### config.mk
export PLATFORM = sky130hd
export DESIGN_NAME = tfd_scan
export DESIGN_NICKNAME = d
export VERILOG_FILES = /design/src/hw/rtl/tfd_pkg.sv /design/src/hw/rtl/tfd_scan.sv
export SDC_FILE = /design/constraint.sdc
export NUM_CORES = 1
export LEC_CHECK = 0
export ABC_CLOCK_PERIOD_IN_PS = 9200
export BUFFER_PORTS_ARGS = -buffer_cell sky130_fd_sc_hd__buf_4
export CAP_MARGIN = 30
export CORE_MARGIN = 10
export CORE_UTILIZATION = 50
export DETAILED_ROUTE_END_ITERATION = 6
export PLACE_DENSITY = 0.73
export SYNTH_ARGS = -nofsm -noshare
export SYNTH_HDL_FRONTEND = slang
export SYNTH_SLANG_ARGS = --single-unit
### constraint.sdc
create_clock -name clk -period 9.2 [get_ports clk]
set_clock_uncertainty 0.2 [all_clocks]
set_input_delay 1.84 -clock clk [delete_from_list [all_inputs] [get_ports clk]]
set_output_delay 1.84 -clock clk [all_outputs]
set_load 0.005 [all_outputs]
### src/hw/rtl/tfd_pkg.sv
// Shared types, register indexes and constants for the tiled frame detiler.
package tfd_pkg;

  localparam int ADDR_W      = 28;  // covers the largest tiled address of any legal geometry
  localparam int COUNT_W     = 12;
  localparam int DIM_W       = 13;
  localparam int TOTAL_W     = 14;
  localparam int CFG_INDEX_W = 2;
  localparam int CFG_DATA_W  = 14;
  localparam int SAMPLE_W    = 8;
  localparam int WADDR_W     = 20;

  localparam logic [DIM_W-1:0]   DIM_MAX             = 13'd4096;
  localparam logic [DIM_W-1:0]   RESET_ACTIVE_WIDTH  = 13'd1920;
  localparam logic [DIM_W-1:0]   RESET_ACTIVE_HEIGHT = 13'd1080;
  localparam logic [TOTAL_W-1:0] RESET_TOTAL_WIDTH   = 14'd2048;

  localparam logic [CFG_INDEX_W-1:0] CFG_PLANE_MODE    = 2'd0;
  localparam logic [CFG_INDEX_W-1:0] CFG_ACTIVE_WIDTH  = 2'd1;
  localparam logic [CFG_INDEX_W-1:0] CFG_ACTIVE_HEIGHT = 2'd2;
  localparam logic [CFG_INDEX_W-1:0] CFG_TOTAL_WIDTH   = 2'd3;

  localparam logic FUNC_WRITE  = 1'b0;
  localparam logic FUNC_READ   = 1'b1;
  localparam logic MODE_LUMA   = 1'b0;
  localparam logic MODE_CHROMA = 1'b1;

  typedef logic [ADDR_W-1:0] addr_t;

  typedef struct packed {
    addr_t addr;
    logic  eor;
    logic  eof;
    logic  oor;
  } scan_info_t;

  // Zero acts as one, anything past the counter reach saturates.
  function automatic logic [DIM_W-1:0] eff_dim(input logic [DIM_W-1:0] v);
    logic [DIM_W-1:0] r;
    if (v == '0) begin
      r = 13'd1;
    end else if (v > DIM_MAX) begin
      r = DIM_MAX;
    end else begin
      r = v;
    end
    return r;
  endfunction

endpackage

### src/hw/rtl/tfd_scan.sv
// Raster scan counters and tiled address generation.
module tfd_scan #(
  parameter int TILE_WIDTH_SHIFT  = 8,
  parameter int TILE_HEIGHT_SHIFT = 5,
  parameter int STORE_BYTES       = 1048576
) (
  input  logic                        clk,
  input  logic                        rst,
  input  logic                        plane_mode,
  input  logic [tfd_pkg::DIM_W-1:0]   active_width,
  input  logic [tfd_pkg::DIM_W-1:0]   active_height,
  input  logic [tfd_pkg::TOTAL_W-1:0] total_width,
  input  logic                        step,
  output tfd_pkg::scan_info_t         info
);
  import tfd_pkg::*;

  localparam int TILE_W = 1 << TILE_WIDTH_SHIFT;
  localparam int TILE_H = 1 << TILE_HEIGHT_SHIFT;

  logic [COUNT_W-1:0] column_count;
  logic [COUNT_W-1:0] row_count;

  logic [DIM_W-1:0] w_eff;
  logic [DIM_W-1:0] h_eff;
  logic [DIM_W-1:0] col_inc;
  logic [DIM_W-1:0] row_inc;
  logic [DIM_W-1:0] x;
  addr_t            term_tile;
  addr_t            stride;
  addr_t            term_row;
  addr_t            term_x;
  addr_t            term_y;
  addr_t            addr;
  addr_t            last;

  assign w_eff   = eff_dim(active_width);
  assign h_eff   = eff_dim(active_height);
  assign col_inc = {1'b0, column_count} + 13'd1;
  assign row_inc = {1'b0, row_count} + 13'd1;

  // chroma walks byte pairs, so the byte column is twice the pixel column
  assign x = (plane_mode == MODE_CHROMA) ? {column_count, 1'b0} : {1'b0, column_count};

  assign term_tile = addr_t'(x >> TILE_WIDTH_SHIFT) << (TILE_WIDTH_SHIFT + TILE_HEIGHT_SHIFT);
  assign stride    = addr_t'(row_count >> TILE_HEIGHT_SHIFT) * addr_t'(total_width);
  assign term_row  = stride << TILE_HEIGHT_SHIFT;
  assign term_x    = addr_t'(x & DIM_W'(TILE_W - 1));
  assign term_y    = addr_t'(row_count & COUNT_W'(TILE_H - 1)) << TILE_WIDTH_SHIFT;
  assign addr      = term_tile + term_row + term_x + term_y;
  assign last      = (plane_mode == MODE_CHROMA) ? addr + addr_t'(1) : addr;

  assign info.addr = addr;
  assign info.oor  = (last >= addr_t'(STORE_BYTES));
  assign info.eor  = (col_inc >= w_eff);
  assign info.eof  = info.eor && (row_inc >= h_eff);

  always_ff @(posedge clk) begin
    if (rst) begin
      column_count <= '0;
      row_count    <= '0;
    end else if (step) begin
      if (info.eor) begin
        column_count <= '0;
        row_count    <= info.eof ? '0 : row_count + 12'd1;
      end else begin
        column_count <= column_count + 12'd1;
      end
    end
  end

endmodule

== Word-level counts from Yosys, hierarchy flattened ==
Cells that the tools add are included.

* Order comparisons: 5
* Reductions and logical operators: 4
* Multiplexer cells: 8
* $add $sub $neg: 8
* Multipliers: 1

{| class="wikitable"
|+ Operators with widths
! cell !! number
|-
| 13-bit two-way mux || 5
|-
| 27-bit by 8-bit adder with 28-bit output || 1
|-
| 28-bit by 1-bit adder with 28-bit output, second input constant || 1
|-
| 28-bit by 13-bit adder with 28-bit output || 1
|-
| 28-bit by 21-bit greater-or-equal comparator with 1-bit output, second input constant || 1
|-
| 28-bit two-way mux || 1
|-
| 18-bit by 26-bit adder with 27-bit output || 1
|-
| 12-bit by 1-bit adder with 13-bit output, second input constant || 2
|-
| 13-bit greater-or-equal comparator || 2
|-
| 13-bit greater-than comparator, second input constant || 2
|-
| 13-bit zero test || 2
|-
| 12-bit by 1-bit adder with 12-bit output, second input constant || 2
|-
| 12-bit two-way mux || 2
|-
| 7-bit by 14-bit multiplier with 21-bit output || 1
|-
| 2-bit AND reduction || 1
|-
| 1-bit logical AND || 1
|}

* Logic and storage cells: 28
* Register bits: 24
* Bits of input ports: 44

== Logic depth before layout (Yosys ltp) ==
Gate-level depths: netlist (run 1).

* Word-level depth: 7
* Depth in mapped cells: 27
* Gate-level depth less buffers: 26

== Least setup slack after synthesis (run 1) ==
Ideal clock, no wire load.

* Path type: input-to-output
* From: input total_width[2] (netlist name)
* To: output info[0] (netlist name)
* Arrival: 7273 ps
* Data required time: 7160 ps
* Setup slack: -113 ps
* Stages: 24
* Path through: and2_1 fa_1 fa_1 fa_1 inv_1 fa_1 inv_1 ha_1 a21oi_1 a21boi_2 a21oi_1 a21o_1 a21oi_1 xnor2_1 ha_1 and3_1 nor2_1 o2bb2ai_1 a31oi_1 and4b_2 nand4b_2 mux2i_1 xnor2_1 nand3b_1

{| class="wikitable"
|+ RTL lines
! what !! line !! text
|-
| from (decl) || tfd_scan.sv:12 || <nowiki>input logic [tfd_pkg::TOTAL_W-1:0] total_width,</nowiki>
|-
| to (decl) || tfd_scan.sv:14 || <nowiki>output tfd_pkg::scan_info_t info</nowiki>
|}

==> tab_implementation.tex, run 1 <==
\begin{tabular}{lr}
\hline
Metric & Value \\
\hline
\multicolumn{2}{l}{\textbf{Critical path}} \\
Critical Path Sink Type & primary output \\
Endpoint arrival time on the critical path & 7340 ps \\
Depth of the worst register-to-register path & 14 \\
Path type of the worst setup path & input pin to primary output \\
Worst EP required & 7160 ps \\
Kind of launch point of the worst setup path & input pin \\
Critical Path Fanout Max & 4 \\
\multicolumn{2}{l}{\textbf{GRT}} \\
Initial antenna violation count & 0 \\
Vias in the first global route & 6063 \\
Met1 Resource Use GR & between 20 and 25\% \\
Overflow left after global routing & 0 \\
Global-route wire length before repair & 26900 µm \\
Pin count of the biggest net entering global routing & 32 \\
Global routing met3 resource utilization & 1.87\% \\
GRT Overall Usage & roughly 18\% \\
Most used routing layer in global routing & met2 \\
Met2 usage in global routing & 33.4\% \\
\multicolumn{2}{l}{\textbf{Pwr}} \\
Total power density per cell area & roughly 57 nW/µm² \\
Total Power & 0.431 mW \\
Net switching power & between 0.1 and 0.15 mW \\
Maximum resistive drop on vdd & approximately 54 µV \\
Power share of the combinational group & 43.1\% \\
Sequential share of power & about 27\% \\
Proportion of total power due to net switching & between 30\% and 40\% \\
P\_leak & just under 4 nW \\
Int Power & around 0.28 mW \\
Clock share of power & between 20\% and 30\% \\
\multicolumn{2}{l}{\textbf{Route}} \\
Wire length reported by the detailed router & approximately 16000 µm \\
DRC violations left & 0 \\
Vias & approximately 5700 \\
DRT iter0 DRCs & $\sim$340 \\
Count of TritonRoute iterations in the first routing pass & 4 \\
Final ANT Viol Nets & 0 \\
Via/cell ratio & 5.54 \\
Routed wire length per instance & roughly 15 µm \\
\multicolumn{2}{l}{\textbf{Logic synthesis}} \\
Area fraction in compound gates after synthesis & between 15 and 20\% \\
Post-synth top area share & 19.4\% \\
Number of synthesized flops with an enable pin & 0 \\
XOR/XNOR Fraction of Synth Area & under 10\% \\
Cell type contributing the most total cell area after synthesis & fa\_1 \\
Combinational family with the most area after synthesis & adder cells \\
Basic-gate share of the synthesized area counting and, or, nand and nor cells & approximately 24\% \\
Synth Instances & roughly 770 \\
Flip-flop and latch count after synthesis & 24 \\
Post-synthesis net count & 950 \\
Cell Area, Synth & slightly above 6000 µm² \\
Count of different cell masters after synthesis & between 60 and 70 \\
Most common flop cell mapped by yosys & dfxtp\_1 \\
Fraction of registers with async set or reset after synthesis & 0\% \\
Adder and majority gate portion of the synthesized area & 35.5\% \\
Mapped Avg Cell Area & 8.09 µm² \\
Total of warnings raised by yosys & 0 \\
Top cells by area in the synthesized netlist & fa\_1, ha\_1, dfxtp\_1 \\
Multiplexer share of the synthesized area & about 2.3\% \\
Sequential cell area fraction in the yosys report & 7.75\% \\
\multicolumn{2}{l}{\textbf{Finish}} \\
Growth of design area from synthesis to finish & 21.6\% \\
Fill count & 1054 \\
Fin nets & between 1000 and 1500 \\
Utilization of the core after routing & 62.5\% \\
Design Area, Final & 7530 µm² \\
Area occupied by multi-input gates & $\sim$5500 µm² \\
Register area & between 400 and 500 µm² \\
Inserted Diodes & 0 \\
Non-filler instance count after layout & slightly above 1000 \\
Share of cells above drive strength 1 & 21.1\% \\
\multicolumn{2}{l}{\textbf{Outcome}} \\
Status & complete, but fails checks \\
Violations in the final reports & negative setup slack \\
\multicolumn{2}{l}{\textbf{Min path}} \\
Hold path depth & 2 \\
Worst hold path class & flop to flop \\
\multicolumn{2}{l}{\textbf{Die}} \\
Die footprint & between 15000 and 20000 µm² \\
Overall die height & approximately 130 µm \\
Width of the die & $\sim$130 µm \\
Starting Density & about half \\
Core Area & 12100 µm² \\
Placement Rows & 40 \\
Boundary Pins & between 70 and 80 \\
\multicolumn{2}{l}{\textbf{Timing}} \\
Transition time at the pin with the least slew margin & 959 ps \\
Worst relative slew slack & 35.8\% \\
Period Utilization, post-route & 102\% \\
Setup repair after global routing missed its margin & yes \\
Number of pins exceeding their max-slew limit in the final report & 0 \\
Endpoints failing hold & 0 \\
PnR worst setup slack & -178 ps \\
Max Freq & roughly 110 MHz \\
Number of failing setup endpoints in the final timing report & 5 \\
Final period demand of the worst path & roughly 9400 ps \\
\multicolumn{2}{l}{\textbf{Placed design}} \\
Cell total after placement & roughly 1000 \\
Setup WS pre-CTS & -358 ps \\
Detailed Place HPWL & $\sim$13000 µm \\
RePlAce Congestion & 0.874 \\
Placed standard-cell area & slightly above 7000 µm² \\
Port Buffer Count & between 70 and 80 \\
\multicolumn{2}{l}{\textbf{Clocking}} \\
Maximum clock path buffer count & 2 \\
Number of clock buffers inserted by TritonCTS & 3 \\
Clk sinks & 24 \\
Hold-fix buffers, CTS & 0 \\
Cell at the root of the clock tree & clkbuf\_16 \\
Clock transition at the register clock pins on the worst setup and hold paths after CTS & roughly 70 ps \\
Number of H-tree branching levels & 1 \\
CTS tree & done \\
Skew-Pair Late Insertion Delay & approximately 260 ps \\
\multicolumn{2}{l}{\textbf{Job}} \\
Max-Cap Viols & 0 \\
\hline
\end{tabular}
critical path: stages:
cell and delay [ps]:
buf_8 100, buf_6 100, and2_4 150, fa_1 530, fa_1 450, fa_1 540
inv_2 40, fa_1 550, inv_2 50, ha_4 220, a21oi_4 150, a21boi_4 240
a21oi_4 40, a21o_1 180, a21oi_2 120, xnor2_1 90, ha_1 360, and3_4 220
nor2_4 30, o2bb2ai_2 110, a31oi_2 160, and4b_2 300, nand4b_4 120, mux2i_2 180
xnor2_1 150, nand3b_1 160, buf_4 140
kinds of logic (layout without fill, tap and decap cells):
logic type | count (synthesis) | after routing
mux | 13 | 13
fa+ha+maj | 140 | 140
other cells | 1 | 1
flops | 24 | 24
xor+xnor | 54 | 54
compound gates | 147 | 147
simple gates | 282 | 282
buf+inv | 105 | 205
worst paths after layout:
check	start	to	slack, ps
hold reg to reg	column_count[7]$_SDFFE_PP0P_	column_count[7]$_SDFFE_PP0P_	340
setup reg to reg	column_count[0]$_SDFFE_PP0P_	row_count[3]$_SDFFE_PP0P_	4700
hold / removal	column_count[7]$_SDFFE_PP0P_	column_count[7]$_SDFFE_PP0P_	340
setup / recovery	total_width[3]	info[0]	-180
through the flow:
stage | hold slack (ps) | setup TNS [ps]
final | 336 | -512
after global routing | 359 | -2490
after CTS | 334 | -229
after detailed placement | 319 | -1810
after global placement | 312 | -955
after floorplan | 286 | 0
registers in the layout (all words and copies together) (netlist names):
name,count
row_count,12
column_count,12
Yosys cell counts, drive strengths merged, types with 2 or more instances:
master  instances
o21a           12
xor2           24
inv            79
nor2           27
a21oi          55
nand2          85
o211ai          7
o31ai           2
a21o           12
o21ai          26
nor3            8
o32a            3
nand2b          3
o21bai          3
nor4            5
and3           19
or3             6
nor2b           7
ha             80
o41ai           3
dfxtp          24
nand3          17
or4             2
mux2i           2
o22ai           2
xnor2          30
nand3b         12
mux2           11
nand4          12
a31oi           7
clkbuf         20
fa             60
nor3b           3
and2           73
a211oi          3
a211o           3
buf             5
cells in the final DEF (no fill, tap or decap), types with 3 or more instances in the layout:
cell and instances:
mux2_2 11, a21oi_2 5, buf_4 114, inv_2 4, xnor2_1 28, ha_4 3
a31oi_1 6, o21a_1 11, buf_6 7, inv_1 75, and2_1 67, o32a_1 3
or3_1 6, nand2b_1 3, nor2_1 26, nor2b_1 6, and2_4 5, fa_1 60
a21o_1 12, and3_1 16, clkbuf_16 3, o211ai_1 7, nand4_1 12, dfxtp_1 24
o21bai_1 3, nand3b_1 12, a21oi_1 48, a211o_1 3, nor3_1 5, o21ai_0 20
o41ai_1 3, o21ai_1 4, ha_1 76, nand3_1 16, nand2_1 83, nor4_1 5
xor2_1 23
routing by layer:
layer  part of all wire, %  wire length [µm]
met5                     0                 0
met4                   1.4               221
met3                   2.9               459
met2                    54              8670
met1                    41              6620
power by group through the flow:
| stage | sequential (mW) | clock, mW | combinational, mW |
|---|---|---|---|
| after CTS | 0.117 | 0.128 | 0.183 |
| after global routing | 0.118 | 0.133 | 0.207 |
| final | 0.117 | 0.128 | 0.186 |
| after floorplan | 0.113 | 0 | 0.113 |
| after global placement | 0.119 | 0 | 0.172 |
| after detailed placement | 0.119 | 0 | 0.179 |
final cells by class:
cell class                 count  area share (%)
sequential                    24            6.38
clock inverter                 1           0.399
tap                          168            2.79
timing repair buffer         122            12.6
clock buffer                   3           0.996
inverter                      79            3.94
multi-input combinational    637            72.9
what timing repair did:
item,4_1_cts,5_1_grt
setup endpoints to repair,8,9
pin swaps,20,25
buffers inserted,1,3
gates resized for setup,24,32
(Power assumes the default switching activity.)
==> inputs of run 2 (changes only) <==
ABC_CLOCK_PERIOD_IN_PS = 9120   (was 9200)
PLACE_DENSITY = 0.7   (was 0.73)
clock period = 9.12 ns   (was 9.2 ns; I/O delays follow)
==> run 2 against run 1 <==
Against the previous run:
- the run still ends with negative setup slack left
- final cell count grew 1.3%
- register-to-register slack gained 60 ps
- combinational power is essentially flat
- clock power grew 4%
- die area is the same
- first-iteration DRC count shrank 16%
- flip-flop and latch count is the same
- worst hold slack gained 1.7 ps
- critical path type unchanged
==> tab_implementation.tex, run 2 (synthesized netlist as in run 1, its figures left out) <==
\begin{tabular}{lr}
\hline
Metric & Value \\
\hline
\multicolumn{2}{l}{\textbf{Timing}} \\
Worst relative slew slack & between 30\% and 40\% \\
Final period demand of the worst path & roughly 9300 ps \\
Endpoints failing hold & 0 \\
Setup repair after global routing missed its margin & yes \\
WHS & between 300 and 400 ps \\
Number of pins exceeding their max-slew limit in the final report & 0 \\
Setup TNS & -1170 ps \\
Max Freq & between 100 and 150 MHz \\
Period Utilization, post-route & 102\% \\
PnR worst setup slack & -226 ps \\
Number of failing setup endpoints in the final timing report & 8 \\
Transition time at the pin with the least slew margin & $\sim$990 ps \\
\multicolumn{2}{l}{\textbf{GRT}} \\
Vias in the first global route & 5961 \\
Overflow left after global routing & 0 \\
Initial antenna violation count & 0 \\
Pin count of the biggest net entering global routing & 32 \\
Global-route wire length before repair & around 27000 µm \\
GRT Overall Usage & approximately 18\% \\
\multicolumn{2}{l}{\textbf{Pwr}} \\
Maximum resistive drop on vdd & $\sim$48 µV \\
Int Power & around 0.29 mW \\
Proportion of total power due to net switching & around a third \\
Total power density per cell area & just under 60 nW/µm² \\
Net switching power & 0.150 mW \\
Power share of the combinational group & 42.6\% \\
P\_leak & between 3 and 4 nW \\
Total Power & around 0.44 mW \\
Sequential share of power & 27.0\% \\
Clock share of power & 30.5\% \\
\multicolumn{2}{l}{\textbf{Outcome}} \\
Violations in the final reports & negative setup slack \\
Status & complete, but fails checks \\
\multicolumn{2}{l}{\textbf{Clocking}} \\
Skew-Pair Late Insertion Delay & between 200 and 300 ps \\
Number of H-tree branching levels & 1 \\
Hold-fix buffers, CTS & 0 \\
Clk sinks & 24 \\
Clock transition at the register clock pins on the worst setup and hold paths after CTS & 70 ps \\
CTS tree & done \\
Maximum clock path buffer count & 2 \\
Cell at the root of the clock tree & clkbuf\_16 \\
Number of clock buffers inserted by TritonCTS & 3 \\
\multicolumn{2}{l}{\textbf{Route}} \\
DRC violations left & 0 \\
DRT iter0 DRCs & 288 \\
Vias & 5703 \\
Count of TritonRoute iterations in the first routing pass & 4 \\
Via/cell ratio & roughly 5.4 \\
Final ANT Viol Nets & 0 \\
Routed wire length per instance & between 10 and 15 µm \\
Wire length reported by the detailed router & 15500 µm \\
\multicolumn{2}{l}{\textbf{Finish}} \\
Design Area, Final & around 7600 µm² \\
Leading cell types in the layout, fill and taps excluded & buf\_4, nand2\_1, inv\_1, ha\_1, and2\_1 \\
Fin nets & about 1100 \\
Inserted Diodes & 0 \\
Share of cells above drive strength 1 & between 20\% and 30\% \\
Commonest non-fill, non-tap cell in the layout & buf\_4 \\
Largest registers & column\_count x12, row\_count x12 \\
Utilization of the core after routing & between 60\% and 70\% \\
Fill count & $\sim$1100 \\
Growth of design area from synthesis to finish & 22.6\% \\
\multicolumn{2}{l}{\textbf{Critical path}} \\
Kind of launch point of the worst setup path & input pin \\
Path type of the worst setup path & input pin to primary output \\
Endpoint arrival time on the critical path & between 7000 and 8000 ps \\
Critical Path Sink Type & primary output \\
Critical Path Fanout Max & 5 \\
Flop2flop setup slack & between 4000 and 5000 ps \\
Worst EP required & between 7000 and 8000 ps \\
\multicolumn{2}{l}{\textbf{Die}} \\
Die footprint & about 17000 µm² \\
Boundary Pins & 75 \\
Width of the die & approximately 130 µm \\
Placement Rows & 40 \\
Core Area & 12100 µm² \\
Starting Density & between 50\% and 60\% \\
Overall die height & between 100 and 150 µm \\
\multicolumn{2}{l}{\textbf{Min path}} \\
Worst hold path class & flop to flop \\
\multicolumn{2}{l}{\textbf{Placed design}} \\
Placed standard-cell area & $\sim$7200 µm² \\
Port Buffer Count & 73 \\
RePlAce Congestion & 0.918 \\
Detailed Place HPWL & 12900 µm \\
\multicolumn{2}{l}{\textbf{Job}} \\
Max-Cap Viols & 0 \\
\hline
\end{tabular}
[run 2: worst paths after layout]
| path | to | cells after the start | from |
|---|---|---|---|
| worst min register to register | column_count[5]$_SDFFE_PP0P_ | 2 | column_count[5]$_SDFFE_PP0P_ |
| worst max-delay path | info[0] | 27 | total_width[4] |
| worst min-delay path | column_count[5]$_SDFFE_PP0P_ | 2 | column_count[5]$_SDFFE_PP0P_ |
| worst max register to register | row_count[8]$_SDFFE_PP0P_ | 14 | column_count[0]$_SDFFE_PP0P_ |
[run 2: through the flow]
stage / setup WS (ps) / std cells
final: -226 / 1047
after global routing: -452 / 1047
after CTS: -216 / 1043
after detailed placement: -353 / 1031
after global placement: -220 / 1031
after floorplan: 22.6 / 766
[run 2: area by class of cell]
type                       instances  area (µm²)  area share [%]
clock buffer                       3        75.1           0.988
multi-input combinational        637        5470            72.0
tap                              168         210            2.77
sequential                        24         480            6.32
inverter                          79         297            3.90
clock inverter                     1        30.0           0.395
timing repair buffer             135        1030            13.6
[run 2: critical path, cell delays in order]
cell and delay (ps):
buf_4 130, and2_4 160, fa_1 500, fa_1 510, fa_1 510, inv_2 40, fa_1 520, inv_1 60
ha_4 250, a21oi_4 140, a21boi_4 220, a21oi_4 40, a21o_1 180, a21oi_2 170, xnor2_2 90, ha_1 350
buf_4 170, a21oi_1 140, o21ai_2 90, a21oi_1 230, o21ai_2 90, nand2_1 140, nor3_4 70, or3_1 350
o21ai_0 90, nand3b_1 90, buf_4 140
[run 2: power groups by stage]
| stage | logic, mW | clock network (mW) | registers (mW) |
|---|---|---|---|
| global placement | 0.175 | 0 | 0.120 |
| detailed placement | 0.182 | 0 | 0.120 |
| global route | 0.209 | 0.136 | 0.119 |
| CTS | 0.186 | 0.135 | 0.118 |
| floorplan | 0.115 | 0 | 0.114 |
| finish | 0.186 | 0.133 | 0.118 |
[run 2: layer usage]
| layer | vias to the layer above | global-route usage, % | wire length [µm] |
|---|---|---|---|
| li1 | 2832 | - | - |
| met1 | 2786 | 20.2 | 6540 |
| met2 | 72 | 33.6 | 8480 |
| met3 | 13 | 1.11 | 287 |
| met4 | 0 | 5.62 | 200 |
| met5 | - | 0 | 0 |
[run 2: timing repair]
action | 4_1_cts | 5_1_grt
gates resized for setup | 26 | 15
buffers inserted | 8 | 4
setup endpoints to repair | 8 | 9
pin swaps | 22 | 22
